===== src/rtl/core/kfs_pkg.sv =====
// ----------------------------------------------------------------------------
// kfs_pkg
// Shared types, codes and the key translation for the keypad key frame sender.
// ----------------------------------------------------------------------------
`default_nettype none

package kfs_pkg;

    localparam int KEY_DEPTH_DEF = 16;

    localparam logic [1:0] CMD_KEY   = 2'd0;
    localparam logic [1:0] CMD_POLL  = 2'd1;
    localparam logic [1:0] CMD_PANEL = 2'd2;

    localparam logic REG_KEYPAD_ADDR = 1'b0;
    localparam logic REG_MAX_RETRIES = 1'b1;

    localparam logic [5:0] KEYPAD_ADDR_RST = 6'd16;
    localparam logic [3:0] MAX_RETRIES_RST = 4'd5;

    // command byte of a keypad poll, run through the ack check first
    localparam logic [7:0] POLL_BYTE = 8'hF6;
    localparam logic [4:0] RETRY_SAT = 5'd31;

    localparam logic [7:0] ASC_ZERO  = 8'h30;
    localparam logic [7:0] ASC_NINE  = 8'h39;
    localparam logic [7:0] ASC_HASH  = 8'h23;
    localparam logic [7:0] ASC_STAR  = 8'h2A;
    localparam logic [7:0] ASC_A     = 8'h41;
    localparam logic [7:0] ASC_D     = 8'h44;
    localparam logic [7:0] LETTER_OFS = 8'h25;
    localparam logic [4:0] CODE_HASH = 5'h0B;
    localparam logic [4:0] CODE_STAR = 5'h0A;

    typedef struct packed {
        logic [1:0] cmd;
        logic [7:0] key_code;
        logic [7:0] polled_addr;
        logic [7:0] panel_byte;
    } t_in_item;

    typedef struct packed {
        logic [7:0] tx_byte;
        logic       frame_last;
    } t_out_item;

    typedef struct packed {
        logic       ok;
        logic [4:0] code;
    } t_key_xlat;

    typedef enum logic [2:0] {
        ST_IDLE,
        ST_HDR,
        ST_CNT,
        ST_KEY,
        ST_SUM
    } t_state;

    function automatic t_key_xlat key_translate(input logic [7:0] k);
        t_key_xlat r;
        logic [7:0] d;
        logic [7:0] l;
        d      = k - ASC_ZERO;
        l      = k - LETTER_OFS;
        r.ok   = 1'b0;
        r.code = 5'd0;
        if (k >= ASC_ZERO && k <= ASC_NINE) begin
            r.ok   = 1'b1;
            r.code = d[4:0];
        end else if (k == ASC_HASH) begin
            r.ok   = 1'b1;
            r.code = CODE_HASH;
        end else if (k == ASC_STAR) begin
            r.ok   = 1'b1;
            r.code = CODE_STAR;
        end else if (k >= ASC_A && k <= ASC_D) begin
            r.ok   = 1'b1;
            r.code = l[4:0];
        end
        return r;
    endfunction

endpackage

`default_nettype wire


===== src/rtl/core/keypad_key_frame_sender_unit.sv =====
// ----------------------------------------------------------------------------
// keypad_key_frame_sender_unit
// Buffers translated key pushes and sends them as a key frame when polled.
// ----------------------------------------------------------------------------
// Input channel (i_in_valid / o_in_stall) carries key pushes, polls and other
// panel bytes. Output channel (o_out_valid / i_out_stall) carries the frame
// bytes, frame_last set on the checksum byte. Configuration goes through the
// APB port: keypad_addr at 0x0, max_retries at 0x4; pready is always high.
// A key push, a panel byte or a poll that sends nothing is not stalled and
// produces no item. A poll that sends a frame with N keys holds o_in_stall
// while header, count, N keys and checksum leave one per cycle unless the
// output stalls; the key buffer memory is read one entry per cycle, one
// entry ahead of the output register. Output stall stretches the frame by
// the stalled cycles. The output register decouples the sides: the next
// input item is taken while the checksum byte still waits at the output.
// Reset clears the key count, sequence, retry count, expected ack and the
// output valid, and loads the register defaults; buffer contents are kept.
// ----------------------------------------------------------------------------
`default_nettype none

module keypad_key_frame_sender_unit
    import kfs_pkg::*;
#(
    parameter int KEY_DEPTH = KEY_DEPTH_DEF
) (
    input  wire logic        i_clk,
    input  wire logic        i_rst_n,
    input  wire logic        i_in_valid,
    output logic             o_in_stall,
    input  wire t_in_item    i_in_item,
    output logic             o_out_valid,
    input  wire logic        i_out_stall,
    output t_out_item        o_out_item,
    input  wire logic        psel,
    input  wire logic        penable,
    input  wire logic        pwrite,
    input  wire logic [2:0]  paddr,
    input  wire logic [31:0] pwdata,
    output logic [31:0]      prdata,
    output logic             pready
);

    localparam int CW = $clog2(KEY_DEPTH + 1);
    localparam int AW = (KEY_DEPTH > 1) ? $clog2(KEY_DEPTH) : 1;
    localparam logic [CW-1:0] DEPTH_C = CW'(KEY_DEPTH);

    logic [4:0]    key_mem [KEY_DEPTH];
    logic [4:0]    r_rd_data;

    t_state        r_state, n_state;
    logic [CW-1:0] r_count, n_count;
    logic [CW-1:0] r_idx, n_idx;
    logic [1:0]    r_seq, n_seq;
    logic [4:0]    r_retry, n_retry;
    logic [7:0]    r_exp, n_exp;
    logic [7:0]    r_hdr, n_hdr;
    logic [7:0]    r_sum, n_sum;
    logic [5:0]    r_addr;
    logic [3:0]    r_max;
    logic          r_out_vld, n_out_vld;
    t_out_item     r_out, n_out;

    logic          in_acc;
    logic          out_free;
    logic          key_wr;
    logic [4:0]    key_wr_code;
    logic          cfg_wr;
    t_key_xlat     xl;
    logic          go_send;
    logic          ack_hit;
    logic [1:0]    seq_inc;
    logic [7:0]    cnt1;
    logic [CW-1:0] last_idx;

    assign in_acc   = i_in_valid && !o_in_stall;
    assign out_free = !r_out_vld || !i_out_stall;
    assign xl       = key_translate(i_in_item.key_code);
    assign seq_inc  = r_seq + 2'd1;
    assign cnt1     = 8'(r_count) + 8'd1;
    assign last_idx = r_count - CW'(1);
    assign cfg_wr   = psel && penable && pwrite;

    // next state
    always_comb begin
        n_state = r_state;
        case (r_state)
            ST_IDLE: if (go_send) n_state = ST_HDR;
            ST_HDR:  if (out_free) n_state = ST_CNT;
            ST_CNT:  if (out_free) n_state = ST_KEY;
            ST_KEY:  if (out_free && r_idx == last_idx) n_state = ST_SUM;
            ST_SUM:  if (out_free) n_state = ST_IDLE;
            default: n_state = ST_IDLE;
        endcase
    end

    // datapath and outputs
    always_comb begin
        n_count     = r_count;
        n_idx       = r_idx;
        n_seq       = r_seq;
        n_retry     = r_retry;
        n_exp       = r_exp;
        n_hdr       = r_hdr;
        n_sum       = r_sum;
        n_out       = r_out;
        n_out_vld   = r_out_vld && i_out_stall;
        key_wr      = 1'b0;
        key_wr_code = xl.code;
        go_send     = 1'b0;
        ack_hit     = 1'b0;
        case (r_state)
            ST_IDLE: begin
                if (in_acc) begin
                    case (i_in_item.cmd)
                        CMD_KEY: begin
                            if (xl.ok && r_count < DEPTH_C) begin
                                key_wr  = 1'b1;
                                n_count = r_count + CW'(1);
                            end
                        end
                        CMD_POLL: begin
                            if (r_exp != 8'd0 && r_exp == POLL_BYTE) begin
                                ack_hit = 1'b1;
                                n_count = '0;
                                n_retry = '0;
                            end
                            n_exp = 8'd0;
                            if (!ack_hit && i_in_item.polled_addr == {2'b00, r_addr}
                                    && r_count != '0) begin
                                n_seq = seq_inc;
                                if (r_retry > {1'b0, r_max}) begin
                                    n_retry = '0;
                                    n_count = '0;
                                end else begin
                                    go_send = 1'b1;
                                    n_hdr   = {seq_inc, r_addr};
                                    n_exp   = {seq_inc, r_addr};
                                    n_idx   = '0;
                                    if (r_retry != RETRY_SAT) begin
                                        n_retry = r_retry + 5'd1;
                                    end
                                end
                            end
                        end
                        CMD_PANEL: begin
                            if (i_in_item.panel_byte != 8'd0 && r_exp != 8'd0) begin
                                if (i_in_item.panel_byte == r_exp) begin
                                    n_count = '0;
                                    n_retry = '0;
                                end
                                n_exp = 8'd0;
                            end
                        end
                        default: ;
                    endcase
                end
            end
            ST_HDR: begin
                if (out_free) begin
                    n_out_vld        = 1'b1;
                    n_out.tx_byte    = r_hdr;
                    n_out.frame_last = 1'b0;
                    n_sum            = r_hdr;
                end
            end
            ST_CNT: begin
                if (out_free) begin
                    n_out_vld        = 1'b1;
                    n_out.tx_byte    = cnt1;
                    n_out.frame_last = 1'b0;
                    n_sum            = r_sum + cnt1;
                end
            end
            ST_KEY: begin
                if (out_free) begin
                    n_out_vld        = 1'b1;
                    n_out.tx_byte    = {3'b000, r_rd_data};
                    n_out.frame_last = 1'b0;
                    n_sum            = r_sum + {3'b000, r_rd_data};
                    n_idx            = r_idx + CW'(1);
                end
            end
            ST_SUM: begin
                if (out_free) begin
                    n_out_vld        = 1'b1;
                    n_out.tx_byte    = 8'd0 - r_sum;
                    n_out.frame_last = 1'b1;
                end
            end
            default: ;
        endcase
    end

    always_ff @(posedge i_clk) begin
        if (!i_rst_n) begin
            r_state   <= ST_IDLE;
            r_count   <= '0;
            r_idx     <= '0;
            r_seq     <= '0;
            r_retry   <= '0;
            r_exp     <= '0;
            r_out_vld <= 1'b0;
            r_addr    <= KEYPAD_ADDR_RST;
            r_max     <= MAX_RETRIES_RST;
        end else begin
            r_state   <= n_state;
            r_count   <= n_count;
            r_idx     <= n_idx;
            r_seq     <= n_seq;
            r_retry   <= n_retry;
            r_exp     <= n_exp;
            r_out_vld <= n_out_vld;
            if (cfg_wr) begin
                case (paddr[2])
                    REG_KEYPAD_ADDR: r_addr <= pwdata[5:0];
                    REG_MAX_RETRIES: r_max  <= pwdata[3:0];
                    default: ;
                endcase
            end
        end
    end

    always_ff @(posedge i_clk) begin
        r_hdr <= n_hdr;
        r_sum <= n_sum;
        r_out <= n_out;
    end

    // key buffer: written on accepted keys, read one entry ahead of the sender
    always_ff @(posedge i_clk) begin
        if (key_wr) begin
            key_mem[r_count[AW-1:0]] <= key_wr_code;
        end
        if (n_idx < DEPTH_C) begin
            r_rd_data <= key_mem[n_idx[AW-1:0]];
        end
    end

    always_comb begin
        prdata = 32'd0;
        case (paddr[2])
            REG_KEYPAD_ADDR: prdata = {26'd0, r_addr};
            REG_MAX_RETRIES: prdata = {28'd0, r_max};
            default: ;
        endcase
    end

    assign pready      = 1'b1;
    assign o_in_stall  = (r_state != ST_IDLE);
    assign o_out_valid = r_out_vld;
    assign o_out_item  = r_out;

endmodule

`default_nettype wire


===== config.mk =====
export PLATFORM = sky130hd
export DESIGN_NAME = keypad_key_frame_sender_unit
export DESIGN_NICKNAME = d
export VERILOG_FILES = /design/src/rtl/core/kfs_pkg.sv /design/src/rtl/core/keypad_key_frame_sender_unit.sv
export SDC_FILE = /design/constraint.sdc
export NUM_CORES = 1
export LEC_CHECK = 0
export CORE_MARGIN = 3
export CORE_UTILIZATION = 64
export CTS_CLUSTER_SIZE = 10
export DETAILED_ROUTE_END_ITERATION = 12
export DONT_BUFFER_PORTS = 1
export GPL_TIMING_DRIVEN = 0
export PLACE_DENSITY = 0.81
export SYNTH_ARGS = -nofsm -noshare
export SYNTH_HDL_FRONTEND = slang
export SYNTH_SLANG_ARGS = --single-unit

===== constraint.sdc =====
create_clock -name i_clk -period 3.35 [get_ports i_clk]
set_input_delay 0.1675 -clock i_clk [delete_from_list [all_inputs] [get_ports i_clk]]
set_output_delay 0.1675 -clock i_clk [all_outputs]
set_load 0.01 [all_outputs]

* Yosys cells after proc, flatten, opt, wreduce, memory -nomap -nowiden
Memories as Yosys holds them, arrays and structs flattened. A register that Yosys moved wholly into a read port is not among the register bits.
Index checks and enable logic that the tools add are counted.
** Storage, ports and cells
- Memories kept :: 1
- Output and inout bits :: 44
- Word-level logic and storage cells :: 153
- Bits in writable memories :: 80
- Register bits :: 64
- Bits of input ports :: 68
** Cells by class
- Order comparisons :: 7
- Add/sub/neg operators :: 11
- Equal/unequal tests :: 22
- Multiplexer cells :: 59
- Reductions and logical operators :: 38
- Bitwise logic cells :: 2
** Memories
- key_mem :: words 16, bits a word 5, rd ports 1, clocked after memory_dff 1, write ports 1, RTL line keypad_key_frame_sender_unit.sv:47 : logic [4:0] key_mem [KEY_DEPTH];
** Operator list (number)
- 5-bit 2-to-1 mux :: 15
- 32-bit case mux with 2 select lines :: 1
- 8-bit 2-to-1 mux :: 6
- 9-bit 2-to-1 mux :: 4
- 9-bit case mux with 4 select lines :: 1
- 6-bit 2-to-1 mux :: 4
- 8-bit case mux with 3 select lines :: 1
- 5-bit case mux with 2 select lines :: 2
- 5-bit AND reduction :: 4
- 2-bit != test, second input constant :: 9
- 1-bit 2-to-1 mux :: 17
- 8-bit by 6-bit == test with 1-bit output, second input constant :: 2
- 8-bit case mux with 2 select lines :: 1
- 8-bit nonzero test :: 2
- 5-bit by 1-bit adder with 5-bit output, second input constant :: 3
- 3-bit 2-to-1 mux :: 5
- 3-bit case mux with 5 select lines :: 1
- 5-bit case mux with 3 select lines :: 1
- 1-bit logical AND :: 12
- 4-bit AND reduction :: 3
- 5-bit less-than comparator, second input constant :: 2
- 3-bit nonzero test :: 3
- 8-bit by 5-bit adder with 8-bit output :: 1
- 8-bit by 6-bit adder with 8-bit output :: 1
- 32 further kinds :: 38

* Depth between registers and ports, before layout
- Word-level depth :: 15
- Depth in mapped cells :: 15
- Mapped depth without buffers :: 13

* Worst setup path before layout
OpenSTA, ideal clock, no wires.
- Path type :: register -> register
- Start point :: reg r_count[0]
- End point :: reg r_rd_data[0], read port of key_mem, enable pin
- Clock period less this slack :: 2813 ps
- Stages on the path, launching flop included :: 12
- Arrival time :: 2453 ps
- Path buffers :: 2
- Data required time :: 2990 ps
- Library setup time :: 360 ps
- Setup slack :: 537 ps
- Cell sequence :: dfxtp_1 -> clkbuf_1 -> inv_1 -> ha_1 -> nand2b_1 -> o2111ai_4 -> nor3_4 -> nand2_4 -> inv_2 -> buf_6 -> o21ai_0 -> a21oi_1
** Between the ends
- Cells in the longest elaborated chain, start to end :: 7
** RTL lines
- start, declared :: RTL line keypad_key_frame_sender_unit.sv:51 : logic [CW-1:0] r_count, n_count;
- start signal, assigned :: RTL line keypad_key_frame_sender_unit.sv:207 : r_count <= n_count;
- 5-bit nonzero test * :: RTL line keypad_key_frame_sender_unit.sv:129 : && r_count != '0) begin
- 1-bit logical AND * :: RTL line keypad_key_frame_sender_unit.sv:129
- 5-bit 2-to-1 mux * :: RTL line keypad_key_frame_sender_unit.sv:128 : if (!ack_hit && i_in_item.polled_addr == {2'b00, r_addr}
- 5-bit 2-to-1 mux * :: RTL line keypad_key_frame_sender_unit.sv:114 : case (i_in_item.cmd)
- 5-bit 2-to-1 mux * :: RTL line keypad_key_frame_sender_unit.sv:113 : if (in_acc) begin
- 5-bit case mux with 2 select lines * :: RTL line keypad_key_frame_sender_unit.sv:111 : case (r_state)
- 5-bit less-than comparator :: RTL line keypad_key_frame_sender_unit.sv:234 : if (n_idx < DEPTH_C) begin
- end, declared :: RTL line keypad_key_frame_sender_unit.sv:48 : logic [4:0] r_rd_data;
Mark *: on every way between the ends. The rest lies on a longest branch, timed or not.
A chain may end at the register's enable or synchronous reset.

* Worst setup path after layout
- Start point :: reg r_max[2]
- End point :: reg r_rd_data[1], read port of key_mem (data pin)
** Between the ends
- Cells in the longest elaborated chain, start to end :: 7
** RTL lines
- start, declared :: RTL line keypad_key_frame_sender_unit.sv:59 : logic [3:0] r_max;
- start signal, assigned :: RTL line keypad_key_frame_sender_unit.sv:216 : REG_MAX_RETRIES: r_max <= pwdata[3:0];
- 5-bit by 4-bit > comparator with 1-bit output * :: RTL line keypad_key_frame_sender_unit.sv:131 : if (r_retry > {1'b0, r_max}) begin
- 5-bit 2-to-1 mux * :: RTL line keypad_key_frame_sender_unit.sv:131
- 5-bit 2-to-1 mux * :: RTL line keypad_key_frame_sender_unit.sv:128
- 5-bit 2-to-1 mux * :: RTL line keypad_key_frame_sender_unit.sv:114
- 5-bit 2-to-1 mux * :: RTL line keypad_key_frame_sender_unit.sv:113
- 5-bit case mux with 2 select lines * :: RTL line keypad_key_frame_sender_unit.sv:111
- 5-bit less-than comparator :: RTL line keypad_key_frame_sender_unit.sv:234
Marked as above.

==> qor.yml <==
synth-async-reset-ratio: 0
worstSetupPathType: "flop to flop"
max-cap-violations: 0
ys_ff_latch: 149
ys_warn_count: 0
wirelength_um: 21790
synth_cell_types: 71
io_buffers: 0
cts_tree: "yes"
fin_worst_skew_ns: 0.009310
grt_pass1_vias: 6495
clockBufferDepth: 2
worst-path-max-fanout: 10
ir_worst_vdd_uv: 379.3
dpl.hpwl_um: 15740
layout_commonest_cell: "edfxtp_1"
power_w: 0.004114
clock_latency_ns: 0.43
p_clk_frac: 0.430
n_fill_cell: 909
tightestPinTransition_ns: 1.148
seqCellArea_sq_um: 4084
final_antenna_net_count: 0
hold_class: "input port to flop"
syn_area_sq_um: 8397
reg2regPathDepth: 12
multi_input_area_sq_um: 3925
finalSetupViolCount: 0
overflow: 0
grt_pass1_wl_um: 33990
die_w_um: 120.5
final_cell_mix: "110 x edfxtp_1, 109 x nand2_1, 89 x nor2_1, 52 x a21oi_1, 42 x o21ai_0"
min_path_cells: 4
ys.flop_type: "edfxtp_1"
wire_per_inst_um: 19.84
pin_count: 112
nets: 1009
first_iter_violations: 936
required_ns: 3.51
drt_pass1_iterations: 8
timing.final.max_slew_violations: 0
clock.fmax_mhz: 311.4
relSlewSlack: 0.2287
grt_start_max_net_pins: 21
power_frac_comb: 0.076
leakage_nw: 3.645
final_util: 0.7419
cts.sinks: 149
critPathLaunchType: "flop"
die_h_um: 120.5
cts.htree.levels: 4
synthCells: 856
final_cells: 1098
die-area_sq_um: 14530
power_frac_seq: 0.494
p_per_area_nw_per_um2: 435.8
viasPerCell: 6.354
syn2layout_area_growth_pct: 12.41
antenna_found_initial: 0
internal_power_w: 0.003093
switching_share: 0.2481
start_util: 0.6600
fin_tns_setup_ns: 0
worstPathArrival_ns: 3.37
fin_crit_sh: 0.9587
path_clk_slew_ns: 0.07
rows: 41
critical_path.endpoint_type: "flop"
status: "completed"
rsz0062_at_grt: "no"
syn_avg_cell_area_sq_um: 9.809
place_congestion: 1.008
p_sw_w: 0.001021
period_needed_ns: 3.212
synth_edf_count: 110
clockRootBuffer: "clkbuf_16"
place.detailed.instances: 1056
vias: 6977
core-area_sq_um: 12720
cts_buffers: 17
grt_usage: 0.3039
diodes: 0
drive_above_1_share: 0.1080
drc: 0
seq_area_frac_synth: 0.4864
hold_viol: 0
## power groups by stage
| stage | Clock, W | Sequential (W) | Combinational [W] |
|---|---|---|---|
| detailed placement | 0 | 0.00207 | 0.000290 |
| finish | 0.00177 | 0.00203 | 0.000312 |
| global placement | 0 | 0.00207 | 0.000278 |
| floorplan | 0 | 0.00206 | 0.000230 |
| global route | 0.00186 | 0.00204 | 0.000343 |
| CTS | 0.00177 | 0.00203 | 0.000301 |
## flip-flops by register name, summed over array words and instances (netlist names), 3 cells and up
register	flops
r_hdr	8
r_addr	6
r_count	5
r_sum	8
r_exp	8
r_max	4
r_idx	5
r_retry	5
o_out_item	9
key_mem	80
r_state	3
r_rd_data	5
## synth_stat cells (18+ instances only)
cell type,count,share of area
a21oi_1,54,0.032
inv_1,27,0.012
xnor2_1,18,0.019
dfxtp_1,39,0.093
ha_1,27,0.040
nor3_1,21,0.013
clkbuf_1,29,0.013
xor2_1,21,0.022
edfxtp_1,110,0.39
buf_4,29,0.026
nand2_1,109,0.049
mux2i_1,25,0.030
nor2_1,89,0.040
o21ai_0,45,0.027
a22oi_1,22,0.020
## path summary, 6_finish.rpt
path                                                end  slack, ns                    start
worst max-delay path             r_rd_data[1]$_DFFE_PN_       0.14    r_max[2]$_SDFFE_PN1P_
worst min-delay path             r_addr[4]$_SDFFE_PN1P_       0.17                  penable
worst max register to register   r_rd_data[1]$_DFFE_PN_       0.14    r_max[2]$_SDFFE_PN1P_
worst min register to register  r_retry[2]$_SDFFE_PN0P_       0.54  r_retry[2]$_SDFFE_PN0P_
## critical path, cell delays in order, from the launching register on
cell and delay [ns]:
dfxtp_1 0.36, inv_1 0.05, ha_1 0.30, a21oi_1 0.19, o221ai_2 0.20, a31oi_2 0.49
o221a_2 0.29, buf_4 0.16, buf_6 0.16, mux2i_1 0.30, nand2_1 0.11, o2111ai_1 0.15
nand3_1 0.15
## layout make-up
cell class / count / share of cell area
well taps: 172 / 0.02280
clock buffers: 19 / 0.04586
clock inverters: 13 / 0.01220
multi-input cells: 634 / 0.4158
flip-flops and latches: 149 / 0.4327
plain buffers: 67 / 0.04335
inverters: 30 / 0.01193
repair buffers: 14 / 0.01538
## per-stage QoR
stage	hold WS [ns]	area, sq um	setup slack (ns)
2_1_floorplan	0.2294	8491	0.5374
3_3_place_gp	0.2321	8706	-0.2402
3_5_place_dp	0.2347	8736	-0.2990
4_1_cts	0.1545	9404	0.001813
5_1_grt	0.1902	9439	0.008550
6_report	0.1711	9439	0.1385
## cell families after synthesis
group,share of synthesized area
and+or+nand+nor,0.1672
other,0.0008944
xor gates and xnor gates,0.04068
adders and majority gates,0.04262
muxes,0.03651
buffers and inverters,0.06154
DFF,0.4864
AOI/OAI and AO/OA,0.1642
## what timing repair did
item,in CTS,in global routing
endpoints found under the setup margin,12,13
setup buffers,3,0
hold buffers,8,0
hold endpoints to repair,14,0
gates resized for setup,2,16
pin swaps,1,0
## layer usage
layer | share of wire | vias to the layer above | wire (um) | GRT usage
met3 | 0.10 | 61 | 2177 | 0.07250
met2 | 0.46 | 428 | 9936 | 0.4666
met5 | 0 | - | 0 | 0
met4 | 0.032 | 0 | 692 | 0.1218
li1 | - | 3186 | - | -
met1 | 0.41 | 3302 | 8982 | 0.4192
Power figures use the tool's default switching activity.
